$ cat config.mk
export PLATFORM = sky130hd
export DESIGN_NAME = hsp_front
export DESIGN_NICKNAME = d
export VERILOG_FILES = /design/src/hw/rtl/hsp_pkg.sv /design/src/hw/rtl/hsp_front.sv
export SDC_FILE = /design/constraint.sdc
export NUM_CORES = 1
export LEC_CHECK = 0
export ABC_AREA = 0
export BUFFER_PORTS_ARGS = -buffer_cell sky130_fd_sc_hd__buf_2
export CORE_AREA = 2 2 39 41
export DETAILED_ROUTE_END_ITERATION = 7
export DIE_AREA = 0 0 41 43
export GPL_TIMING_DRIVEN = 0
export PLACE_DENSITY_LB_ADDON = 0.08
export SYNTH_ARGS = -nofsm -noshare
export SYNTH_HDL_FRONTEND = slang
export SYNTH_SLANG_ARGS = --single-unit
$ cat constraint.sdc
create_clock -name vclk -period 0.8
set_input_delay 0.04 -clock vclk [all_inputs]
set_output_delay 0.04 -clock vclk [all_outputs]
set_load 0.01 [all_outputs]
$ cat src/hw/rtl/hsp_pkg.sv
package hsp_pkg;

  // Transmit FIFO geometry
  localparam int FIFO_DEPTH = 1024;
  localparam int PTR_W      = $clog2(FIFO_DEPTH);
  localparam int CNT_W      = $clog2(FIFO_DEPTH + 1);
  localparam int LEVEL_W    = 11;

  // Command queue between front and back
  localparam int CQ_DEPTH   = 2;
  localparam int CQ_PTR_W   = $clog2(CQ_DEPTH);
  localparam int CQ_CNT_W   = $clog2(CQ_DEPTH + 1);

  // Input command codes
  localparam logic CMD_QUEUE = 1'b0;
  localparam logic CMD_TICK  = 1'b1;

  // Classified operation
  typedef enum logic [1:0] {
    OP_PUSH,
    OP_MASTER_RX,
    OP_MASTER_TX,
    OP_OTHER
  } op_t;

  // Classified item: data is the queued byte or the sampled bus byte
  typedef struct packed {
    op_t        op;
    logic [7:0] data;
  } req_t;

  // One result item
  typedef struct packed {
    logic               ready_level;
    logic               flag_drive;
    logic               flag_level;
    logic               bus_drive;
    logic [7:0]         bus_out;
    logic               got_valid;
    logic [7:0]         got_byte;
    logic               overflow;
    logic [LEVEL_W-1:0] queue_level;
  } res_t;

endpackage

$ cat src/hw/rtl/hsp_front.sv
module hsp_front import hsp_pkg::*; (
  input  logic       in_valid,
  output logic       in_ready,
  input  logic       command,
  input  logic [7:0] queue_byte,
  input  logic       mode_pin_zero,
  input  logic       mode_pin_one,
  input  logic [7:0] bus_in,
  input  logic       q_full,
  output logic       q_push,
  output req_t       q_item
);

  // Accept while the command queue has room
  assign in_ready = !q_full;
  assign q_push   = in_valid && !q_full;

  // Classify the item: decode the mode pins on a tick
  always_comb begin
    q_item.op   = OP_PUSH;
    q_item.data = queue_byte;
    if (command == CMD_TICK) begin
      q_item.data = bus_in;
      if (mode_pin_zero && !mode_pin_one) begin
        q_item.op = OP_MASTER_RX;
      end else if (!mode_pin_zero && mode_pin_one) begin
        q_item.op = OP_MASTER_TX;
      end else begin
        q_item.op = OP_OTHER;
      end
    end
  end

endmodule

## Yosys cells after proc, flatten, opt, wreduce, memory -nomap -nowiden

Cells that the tools add are included.
Widths: inputs -> output; s select.

- Output and inout port bits: 12
- Input bits: 21
- Register bits: 0

- Muxes and demuxes: 3
- Reduce and logical (&&, ||, !) cells: 6

Operators by type and width:

| cell | number |
|---|---|
| $mux 10 | 1 |
| $logic_and 1x1->1 | 3 |
| $logic_not 1->1 | 3 |
| $mux 2 | 1 |
| $mux 1 | 1 |

## Longest topological paths before layout

- Depth in word-level cells: 5
- Depth in mapped cells: 2

## Worst setup path after synthesis

No wires, ideal clock.

- Path type: input to output
- From: input port command
- To: output port q_item[9] in the netlist's numbering
- Cell stages on the path: 2
- Data arrival time: 0.500 ns
- Setup slack: 0.260 ns
- Required time: 0.760 ns
- Path through: buf_6 a21boi_0

RTL lines:

| item | RTL line | source |
|---|---|---|
| start, declared | hsp_front.sv:4 | `input logic command,` |
| end, declared | hsp_front.sv:11 | `output req_t q_item` |

==> summary.txt <==
STA
  – RSZ-0062 raised after global routing: no
  – Final worst path period need: 0.663 ns
  – Worst-Margin Slew: 0.122 ns
  – F_max: 1.51 GHz
  – Period utilisation layout: 82.9%
  – Worst Slack Setup Final: 0.137 ns
  – Hold WS: 0.316 ns
  – Setup violators final: 0
  – Slew headroom: 91.8%
  – Final Hold Fails: 0
  – Total negative setup slack: 0 ns
  – Slew Limit Fails: 0

Clock tree
  – # hold bufs at CTS: 0
  – # resized after CTS: 0
  – Post-CTS Setup Bufs: 0

Setup path
  – WP depth: 3
  – Worst Path Required: between 0.7 and 0.8 ns
  – Worst path slowest cell: mux2_4
  – Worst Path Buf+Inv: 2
  – WP data arrival: approximately 0.62 ns
  – Critical Path Fanout Max: 10
  – Crit path launch type: input port
  – Worst path cell trace: buf_6 > mux2_4 > buf_2
  – Delay-heaviest family, CP: multiplexers
  – Critical Path End Type: primary output
  – Max stage delay on crit path: about 0.3 ns
  – Setup Crit Path Kind: input port to primary output

Route
  – Detail Route Antenna Nets: 0
  – Routed wire length: about 490 um
  – DR vias/cell: about 3.7
  – Via count: between 200 and 250
  – Initial drt markers: 0
  – Drt wl/cell: 7.82 um
  – # DRC: 0
  – DR pass1 iterations: 1

Finish
  – Register Area: 0 um2
  – Layout filler cell count: 166
  – Non-filler cells, final: between 60 and 70
  – Final nets: 69
  – CLK BUF: 0
  – Antenna cell count: 0
  – FF+latch count: 0
  – Layout area overhead: 112%
  – Share of layout cells above drive strength 1: 89.1%

Floorplanning
  – Core area: 0.00138 mm2
  – Die ar.: 0.00176 mm2
  – Rows: 14
  – Die width: 41 um
  – Die height: 43 um
  – I/O Pins: 33
  – Starting Density: ~12%

Power and ir drop
  – Power density cells: 557 mW/mm2
  – Leakage dissipation: 0.217 nW
  – VDD IR max: approximately 0.12 mV

Placed design
  – DP Worst Slack: 0.130 ns
  – GPL Wtd Cong: 0.481
  – Placed Cells: slightly above 60
  – Port Buf Inserts: 32
  – HPWL after DPL: roughly 460 um

Global route
  – Initial antenna violation count: 0
  – Vias in the first global route: 205
  – Grt ovf: 0
  – First-pass GRT wire length: about 750 um
  – Largest net degree at the start of global routing: 11
  – Global-route usage over all layers: 5.49%

Synth
  – Yosys top cell area share: between 70% and 80%
  – Commonest cells in the synthesized netlist: mux2_4 (8), inv_1 (2)
  – Post-synthesis cell area: 160 um2
  – Sequential fraction of the synthesis area: 0%
  – Syn nets: 35
  – Synth Instances: 14
  – Yosys warns: 0
  – Distinct cell type count after synthesis: 6
  – Syn avg cell area: 11.4 um2
  – Top-count cell post-synth: mux2_4
  – Cell taking the most area after synthesis: mux2_4
  – Synth top area cells: mux2_4 (75%), buf_6 (7.0%), a21boi_0 (4.7%)

Flow run
  – Max_cap viols: 0

Hold path
  – Hold crit path type: input port to primary output
  – Worst hold path depth: 3

Run status
  – Status: completed
power breakdown:
group	switching, mW	internal (mW)
combinational	0.0704	0.119
clock	0	0
sequential	0	0
path summary, 6_finish.rpt:
path / end / slack [ns] / start
worst max-delay path: q_item[3] / 0.14 / command
worst min-delay path: in_ready / 0.32 / q_full
stage by stage:
stage	cell area (um2)	utilization (%)	power (mW)
5_1_grt	340	24.6	0.208
2_1_floorplan	160	-	0.103
4_1_cts	340	24.6	0.193
3_3_place_gp	340	24.6	0.190
6_report	340	24.6	0.189
3_5_place_dp	340	24.6	0.193
metal layers:
metal  track usage (%)  vias to the layer above  share of wire, %
met3                 0                        0                18
met1              5.38                       97                25
li1                  -                      113                 -
met4                 0                        0                 0
met2              11.9                       17                56
met5                 0                        -                 0
cells by family (layout without fill, tap and decap cells):
family / count (synthesis) / in the layout / share of synthesized area, %
buffers and inverters: 3 / 35 / 11.7
AO/OA/AOI/OAI: 2 / 2 / 9.38
multiplexers: 8 / 8 / 75.0
AND/OR/NAND/NOR: 1 / 1 / 3.91
placed cells by master, fill, tap and decap left out:
master    count
a21boi_0      1
buf_2        32
buf_6         1
inv_1         2
mux2_4        8
nor2b_1       1
o21a_1        1
layout make-up:
type	count	area, um2	area share, %
timing repair buffer	32	160	47.1
multi-input combinational	11	141	41.5
tap	16	20.0	5.88
buffer	1	11.3	3.31
inverter	2	7.51	2.21
(Power assumes the default switching activity.)
