**src/hw/rtl/hsp_pkg.sv**
```systemverilog
package hsp_pkg;

  // Transmit FIFO geometry
  localparam int FIFO_DEPTH = 1024;
  localparam int PTR_W      = $clog2(FIFO_DEPTH);
  localparam int CNT_W      = $clog2(FIFO_DEPTH + 1);
  localparam int LEVEL_W    = 11;

  // Command queue between front and back
  localparam int CQ_DEPTH   = 2;
  localparam int CQ_PTR_W   = $clog2(CQ_DEPTH);
  localparam int CQ_CNT_W   = $clog2(CQ_DEPTH + 1);

  // Input command codes
  localparam logic CMD_QUEUE = 1'b0;
  localparam logic CMD_TICK  = 1'b1;

  // Classified operation
  typedef enum logic [1:0] {
    OP_PUSH,
    OP_MASTER_RX,
    OP_MASTER_TX,
    OP_OTHER
  } op_t;

  // Classified item: data is the queued byte or the sampled bus byte
  typedef struct packed {
    op_t        op;
    logic [7:0] data;
  } req_t;

  // One result item
  typedef struct packed {
    logic               ready_level;
    logic               flag_drive;
    logic               flag_level;
    logic               bus_drive;
    logic [7:0]         bus_out;
    logic               got_valid;
    logic [7:0]         got_byte;
    logic               overflow;
    logic [LEVEL_W-1:0] queue_level;
  } res_t;

endpackage

```
**src/hw/rtl/hsp_cmd_queue.sv**
```systemverilog
module hsp_cmd_queue import hsp_pkg::*; (
  input  logic clk,
  input  logic rst,
  input  logic push,
  input  req_t push_item,
  output logic full,
  input  logic pop,
  output logic valid,
  output req_t head_item
);

  req_t                entries [CQ_DEPTH];
  logic [CQ_PTR_W-1:0] wr_ptr;
  logic [CQ_PTR_W-1:0] rd_ptr;
  logic [CQ_CNT_W-1:0] fill;

  assign full      = (fill == CQ_CNT_W'(CQ_DEPTH));
  assign valid     = (fill != '0);
  assign head_item = entries[rd_ptr];

  // Hold payload entries
  always_ff @(posedge clk) begin
    if (push) begin
      entries[wr_ptr] <= push_item;
    end
  end

  // Advance pointers and fill level
  always_ff @(posedge clk) begin
    if (rst) begin
      wr_ptr <= '0;
      rd_ptr <= '0;
      fill   <= '0;
    end else begin
      if (push) begin
        wr_ptr <= (wr_ptr == CQ_PTR_W'(CQ_DEPTH - 1)) ? '0 : wr_ptr + 1'b1;
      end
      if (pop) begin
        rd_ptr <= (rd_ptr == CQ_PTR_W'(CQ_DEPTH - 1)) ? '0 : rd_ptr + 1'b1;
      end
      if (push && !pop) begin
        fill <= fill + 1'b1;
      end else if (pop && !push) begin
        fill <= fill - 1'b1;
      end
    end
  end

endmodule

```
**config.mk**
```make
export PLATFORM = sky130hd
export DESIGN_NAME = hsp_cmd_queue
export DESIGN_NICKNAME = d
export VERILOG_FILES = /design/src/hw/rtl/hsp_pkg.sv /design/src/hw/rtl/hsp_cmd_queue.sv
export SDC_FILE = /design/constraint.sdc
export NUM_CORES = 1
export LEC_CHECK = 0
export BUFFER_PORTS_ARGS = -buffer_cell sky130_fd_sc_hd__buf_2
export CORE_MARGIN = 1
export CORE_UTILIZATION = 53
export DETAILED_ROUTE_END_ITERATION = 7
export GPL_ROUTABILITY_DRIVEN = 0
export MAX_ROUTING_LAYER = met4
export PLACE_DENSITY = 0.88
export SLEW_MARGIN = 0
export SYNTH_ARGS = -nofsm -noshare
export SYNTH_HDL_FRONTEND = slang
export SYNTH_SLANG_ARGS = --single-unit
```
**constraint.sdc**
```tcl
create_clock -name clk -period 2.1 [get_ports clk]
set_clock_uncertainty 0.05 [all_clocks]
set_input_delay 0.42 -clock clk [delete_from_list [all_inputs] [get_ports clk]]
set_output_delay 0.42 -clock clk [all_outputs]
set_load 0.01 [all_outputs]
```
### Word level (Yosys, flattened, before mapping)

Memories as Yosys holds them, arrays and structs flattened. A register that Yosys moved wholly into a read port is not among the register bits.
Cells that the tools add are included.
W data, S select, Z words.

| operators by class | value |
|---|---|
| eq/ne operators | 1 |
| add/sub/neg operators | 4 |
| muxes and demuxes | 8 |
| reduce and logical (&&, ||, !) cells | 6 |

Operator list:

| kind | count |
|---|---|
| $mux W1 | 6 |
| $mux W2 | 2 |
| $reduce_bool A2 Y1 | 2 |
| $add A1 B1 Y1 const B | 2 |
| $add A2 B1 Y2 const B | 1 |
| $eq A2 B2 Y1 const B | 1 |
| $logic_and A1 B1 Y1 | 2 |
| $logic_not A1 Y1 | 2 |
| $sub A2 B1 Y2 const B | 1 |

| storage, ports and cells | value |
|---|---|
| memory bits (writable) | 20 |
| register bits | 4 |
| word-level logic and storage cells | 23 |
| memories kept | 1 |

Memories:

| name | words | bits a word | read ports | clocked after memory_dff | wr ports | line | source |
|---|---|---|---|---|---|---|---|
| entries | 2 | 10 | 1 | 1 | 1 | hsp_cmd_queue.sv:12 | `req_t entries [CQ_DEPTH];` |

### Logic depth before layout (Yosys ltp)

Gate-level depths: netlist of the first run.

| logic depth | value |
|---|---|
| word-level depth | 4 |
| mapped depth | 5 |
| gate-level depth less buffers | 5 |

### Worst setup path before layout of the first run

Ideal clock, no wire load.

| path | value |
|---|---|
| kind | input to register |
| start point | in push |
| end point | mem entries[0][0] in the netlist's numbering (enable) |
| slack | 745 ps |
| cell stages on the path | 1 |
| buffers on the path | 0 |
| arrival time | 928 ps |
| path through | nor2b_1 |

| on the way | value |
|---|---|
| longest elaborated chain between the ends | 2 |

RTL lines:

| what | line | source |
|---|---|---|
| start: declaration | hsp_cmd_queue.sv:4 | `input logic push,` |
| $mux W1 | hsp_cmd_queue.sv:23 | `if (push) begin` |
| $mux W1 (not written as such) | hsp_cmd_queue.sv:24 | `entries[wr_ptr] <= push_item;` |
| end: declaration | hsp_cmd_queue.sv:12 |  |

No other way between the ends.

==> results.ini, run 1 <==
[status]
violations = design-rule violations
status = finished with violations

[clocking]
cts_resized = 0
root_buffer = clkbuf_4
cts_setup_buffers = 0
tritoncts = built
numCtsBuffers = 3
clk_pin_slew_ns = 0.12
holdBufCountCts = 0
clock_latency_ns = 0.30
cts_sinks = 25
cts.htree.levels = 1
cts_buffer_depth = 2

[setup_path]
crit_arrival_ns = 1.43
path_class = reg -> out
r2r_cells = 1
cp-start-kind = flop
worst-path-max-fanout = 10
critPathCaptureType = primary output
worstPathRequired_ns = 1.63

[placement]
io_buffers = 25
hpwl_um = 949.3

[synthesis]
syn_area_um2 = 928.4
synth_ff_type = edfxtp_1
yosysSeqAreaShare_pct = 75.47
synth_nets = 68
avgSynthCellArea_um2 = 17.52
synth_seq_cells = 25
synth_warnings = 0
async_reset_ff_share_pct = 0
yosysUniqueCellTypes = 16
synth_edf_count = 20
synth_cells = 53

[job]
maxCapViolCount = 0

[timing]
final_hold_viol_count = 0
max_slew_margin_pct = 68.87
rsz0062_at_grt = no
holdWs_ns = 0.2508
min_period_ns = 1.901
min_period_over_period_pct = 90.52
worstMarginPinSlew_ns = 0.4669
finalSetupViolCount = 0
final.setup.tns_ns = 0
slew_viol_final = 0
max_freq_mhz = 526.1

[die]
row_count = 14
core_area_um2 = 1577
fp.dieW_um = 43.86
die_h_um = 43.86
initial_utilization_pct = 58.89
ios = 26
die-area_um2 = 1923

[route]
drcViolationCount = 2
dr.first_iter.drc_count = 12
viasPerCell = 5.253
vias = 520
ant_nets = 0
firstDrtPassIters = 8
wirelength_um = 1290
wl_per_cell_um = 13.03

[final_layout]
final_layout_size_suffix_gt1_share_pct = 50.60
antenna_cells = 0
areaGrowthSynthToFinish_pct = 19.54
n_fill_cell = 116
final_nets = 99

[power]
power_density_nw_per_um2 = 827.1
peakVddDrop_mv = 0.4597
p_leak_nw = 0.4469

[grt]
antenna_found_initial = 0
grt_usage_pct = 16.12
overflow = 0
grt_first_pass_wirelength_um = 2035
grt_pass1_vias = 501
grt_max_degree = 14

[hold_path]
hold_depth = 1
hp-class = in -> reg

-- registers in the layout, indices dropped and copies added (netlist names), named ones only --
signal   flops
wr_ptr       1
entries     20
rd_ptr       1
fill         2
-- worst max-delay path, cell delays in order, from the launching register on --
cell and delay, ns:
dfxtp_1 0.61, mux2_2 0.39, buf_2 0.14
-- per-layer routing --
layer  share of wire [%]  vias up  global-route usage, %
met5                   0        -                      -
met4                0.62        0                  9.091
li1                    -      253                      -
met3                 5.4        2                  4.583
met2                  52       18                  25.67
met1                  42      247                  18.18
-- final timing paths --
check                    start       endpoint  slack, ns
setup reg to reg        wr_ptr  entries[1][2]       0.90
hold reg to reg        fill[1]        fill[1]       0.46
setup / recovery          flop   head_item[4]       0.20
hold / removal    push_item[8]  entries[0][8]       0.25
-- cell usage after synthesis, drive strengths merged, types with 2 or more instances --
cell	number	area share, %
xor2	2	1.9
nor2	4	1.6
dfxtp	5	11
xnor2	2	1.9
mux2	10	12
edfxtp	20	65
-- final cells by class --
cell class | instances | area, um2 | share of cell area [%]
clock buffers | 4 | 26.28 | 2.368
inverters | 1 | 3.754 | 0.3382
multi-input cells | 26 | 219.0 | 19.73
flip-flops and latches | 25 | 700.7 | 63.13
repair buffers | 27 | 140.1 | 12.63
well taps | 16 | 20.02 | 1.804
-- placed cells by master, fill, tap and decap left out, drive strengths merged --
cell	netlist	routed
xnor2	2	2
ha	1	1
nor2	4	4
xor2	2	2
mux2	10	10
or3	1	1
edfxtp	20	20
buf	1	27
or2	1	1
nor2b	1	1
dfxtp	5	5
and2b	1	1
clkbuf	0	4
a21oi	1	1
o21ai	1	1
inv	1	1
and2	1	1
-- report_power, final --
group	internal (mW)	switching (mW)	leakage, nW
sequential	0.573	0.0195	0.229
combinational	0.0711	0.0600	0.203
clock	0.0739	0.121	0.0150
-- cells by family (layout without fill, tap and decap cells) --
group           after synthesis  after routing  share of synthesized area (%)
fa+ha+maj                     1              1                          1.347
simple gates                  9              9                          5.257
flops                        25             25                          75.47
buf+inv                       2             32                         0.9425
mux                          10             10                          12.13
xor+xnor                      4              4                          3.774
compound gates                2              2                          1.077
-- metrics by stage --
| step | util (%) | std cells | power, mW | worst slack [ns] | cell area [um2] |
|---|---|---|---|---|---|
| after floorplan | - | 53 | 0.6789 | 0.7450 | 928.4 |
| after global placement | 68.73 | 95 | 0.7305 | 0.5231 | 1084 |
| after detailed placement | 68.73 | 95 | 0.7365 | 0.5344 | 1084 |
| after CTS | 70.40 | 99 | 0.9285 | 0.1807 | 1110 |
| after global routing | 70.40 | 99 | 0.9679 | 0.1238 | 1110 |
| final | 70.40 | 99 | 0.9180 | 0.1992 | 1110 |
Note: power is estimated with default switching activity, not from simulation.
==> inputs of run 2 (changes only) <==
--- a/config.mk
+++ b/config.mk
@@ -6,12 +6,12 @@
 export NUM_CORES = 1
 export LEC_CHECK = 0
 export BUFFER_PORTS_ARGS = -buffer_cell sky130_fd_sc_hd__buf_2
-export CORE_MARGIN = 1
+export CORE_MARGIN = 3
 export CORE_UTILIZATION = 53
 export DETAILED_ROUTE_END_ITERATION = 7
 export GPL_ROUTABILITY_DRIVEN = 0
 export MAX_ROUTING_LAYER = met4
-export PLACE_DENSITY = 0.88
+export PLACE_DENSITY = 0.9
 export SLEW_MARGIN = 0
 export SYNTH_ARGS = -nofsm -noshare
 export SYNTH_HDL_FRONTEND = slang
==> results.ini, run 2 (synthesized netlist as in run 1, its figures left out) <==
[status]
status = finished, final reports clean  ; was finished with violations

[grt]
grt_use_met3_pct = 4.511  ; was 4.583%
grt_usage_pct = 14.96  ; was 16.12%
use_met1_pct = 16.26  ; was 18.18%
grtUsageMet2_pct = 23.48  ; was 25.67%
grt_max_degree = 15  ; was 14
grt_pass1_vias = 495  ; was 501
antenna_found_initial = 0  ; unchanged
grt_first_pass_wirelength_um = 2125  ; was 2035 um
top_usage_layer = met2  ; unchanged
overflow = 0  ; unchanged

[setup_path]
r2r_cells = 1  ; unchanged
r2r_setup_slack_ns = 0.89  ; was 0.90 ns
crit_buf_inv = 1  ; unchanged
critPathSlowestCell = dfxtp_1  ; unchanged
crit_arrival_ns = 1.43  ; about the same
cp-start-kind = flop  ; unchanged
cp_top_family = flip-flops  ; unchanged
cp_cell_sequence = mux2_2, buf_2  ; unchanged
worst-path-max-fanout = 10  ; unchanged
path_class = reg -> out  ; unchanged
critPathCaptureType = primary output  ; unchanged
crit-reg2reg-capture = entries[1][2]  ; unchanged
slowest_delay_ns = 0.59  ; was 0.61 ns
regToRegStartpoint = wr_ptr  ; unchanged
worstPathRequired_ns = 1.63  ; about the same

[die]
die_h_um = 47.86  ; was 43.86 um
core_area_um2 = 1577  ; unchanged
die-area_um2 = 2290  ; was 1923 um2
fp.dieW_um = 47.86  ; was 43.86 um
ios = 26  ; unchanged
initial_utilization_pct = 58.89  ; unchanged
row_count = 14  ; unchanged

[job]
maxCapViolCount = 0  ; unchanged

[hold_path]
holdPathEnd = entries[1][0]  ; was entries[0][8]
worstHoldStart = push_item[0]  ; was push_item[8]
hp-class = in -> reg  ; unchanged
hold_depth = 1  ; unchanged

[route]
ant_nets = 0  ; unchanged
wirelength_um = 1416  ; was 1290 um
viasPerCell = 5.172  ; was 5.253
dr.first_iter.drc_count = 2  ; was 12
drcViolationCount = 0  ; was 2
firstDrtPassIters = 2  ; was 8
vias = 512  ; was 520
wl_per_cell_um = 14.30  ; was 13.03 um

[power]
switchingPower_mw = 0.2105  ; was 0.2004 mW
peakVddDrop_mv = 0.5442  ; was 0.4597 mV
seq_power_share_pct = 64.1  ; was 64.5%
pwr-share-clk_pct = 21.7  ; was 21.2%
power.total_mw = 0.9255  ; was 0.9180 mW
power_density_nw_per_um2 = 833.0  ; was 827.1 nW/um2
pwr-share-comb_pct = 14.3  ; about the same
p_sw_share_pct = 22.75  ; was 21.83%
p_leak_nw = 0.4496  ; was 0.4469 nW
p_int_mw = 0.7150  ; was 0.7176 mW

[clocking]
cts.htree.levels = 1  ; unchanged
tritoncts = built  ; unchanged
root_buffer = clkbuf_4  ; unchanged
cts_buffer_depth = 2  ; unchanged
clk_pin_slew_ns = 0.12  ; about the same
numCtsBuffers = 3  ; unchanged
clock_latency_ns = 0.31  ; was 0.30 ns
holdBufCountCts = 0  ; unchanged
cts_sinks = 25  ; unchanged
cts_setup_buffers = 0  ; unchanged
cts_resized = 0  ; unchanged

[final_layout]
top_regs = entries (20), fill (2)  ; unchanged
fin_util_pct = 70.48  ; was 70.40%
final_common_cell = buf_2  ; unchanged
final_layout_size_suffix_gt1_share_pct = 51.81  ; was 50.60%
largest_register_ffs = 20  ; unchanged
areaGrowthSynthToFinish_pct = 19.68  ; was 19.54%
antenna_cells = 0  ; unchanged
final_nets = 99  ; unchanged
largest_register = entries  ; unchanged
fin_area_um2 = 1111  ; was 1110 um2
final_cell_mix = buf_2, edfxtp_1, mux2_2  ; unchanged

[placement]
io_buffers = 25  ; unchanged
hpwl_um = 1110  ; was 949.3 um
place_area_um2 = 1084  ; unchanged

[timing]
worstMarginPinSlew_ns = 0.4698  ; was 0.4669 ns
rsz0062_at_grt = no  ; unchanged
final_hold_viol_count = 0  ; unchanged
max_slew_margin_pct = 68.68  ; was 68.87%
final.setup.tns_ns = 0  ; unchanged
min_period_over_period_pct = 90.49  ; was 90.52%
slew_viol_final = 0  ; unchanged
max_freq_mhz = 526.2  ; was 526.1 MHz
min_period_ns = 1.900  ; was 1.901 ns
finalSetupViolCount = 0  ; unchanged
holdWs_ns = 0.2366  ; was 0.2508 ns

## run 2: cell count changes in the layout (fill, tap and decap cells not counted)
cell	change
clkbuf_1	-1
clkinv_2	+1
## run 2: layout make-up
cell class | count | area [um2]
clock buffers | 3 | 22.52
clock inverters | 1 | 5.005
fillers | 119 | 465.4
inverters | 1 | 3.754
multi-input cells | 26 | 219.0
flip-flops and latches | 25 | 700.7
well taps | 16 | 20.02
repair buffers | 27 | 140.1
## run 2: through the flow
stage               setup WS [ns]  instances
detailed placement         0.5378         95
CTS                        0.1718         99
global placement           0.5352         95
global route              0.08757         99
floorplan                  0.7450         53
finish                     0.1996         99
## run 2: power by group through the flow
stage / combinational [mW] / clock, mW / sequential (mW)
floorplan: 0.0853 / 0 / 0.594
global placement: 0.129 / 0 / 0.602
detailed placement: 0.133 / 0 / 0.605
CTS: 0.134 / 0.210 / 0.594
global route: 0.146 / 0.229 / 0.598
finish: 0.132 / 0.201 / 0.593
## run 2: worst max-delay path by stage
| stage | start | end | slack (ns) | cells after the start |
|---|---|---|---|---|
| 2_1_floorplan | push | entries[0][0] | 0.74 | 1 |
| 3_3_place_gp | flop | head_item[6] | 0.54 | 2 |
| 3_5_place_dp | flop | head_item[0] | 0.54 | 2 |
| 4_1_cts | flop | head_item[0] | 0.17 | 2 |
| 5_1_grt | flop | head_item[0] | 0.09 | 2 |
| 6_report | flop | head_item[0] | 0.20 | 2 |
## run 2: routing by layer
metal	vias up	share of wire, %	routed length [um]
li1	252	-	-
met1	239	36	509
met2	17	54	766
met3	4	7.3	104
met4	0	2.5	36
met5	-	0	0
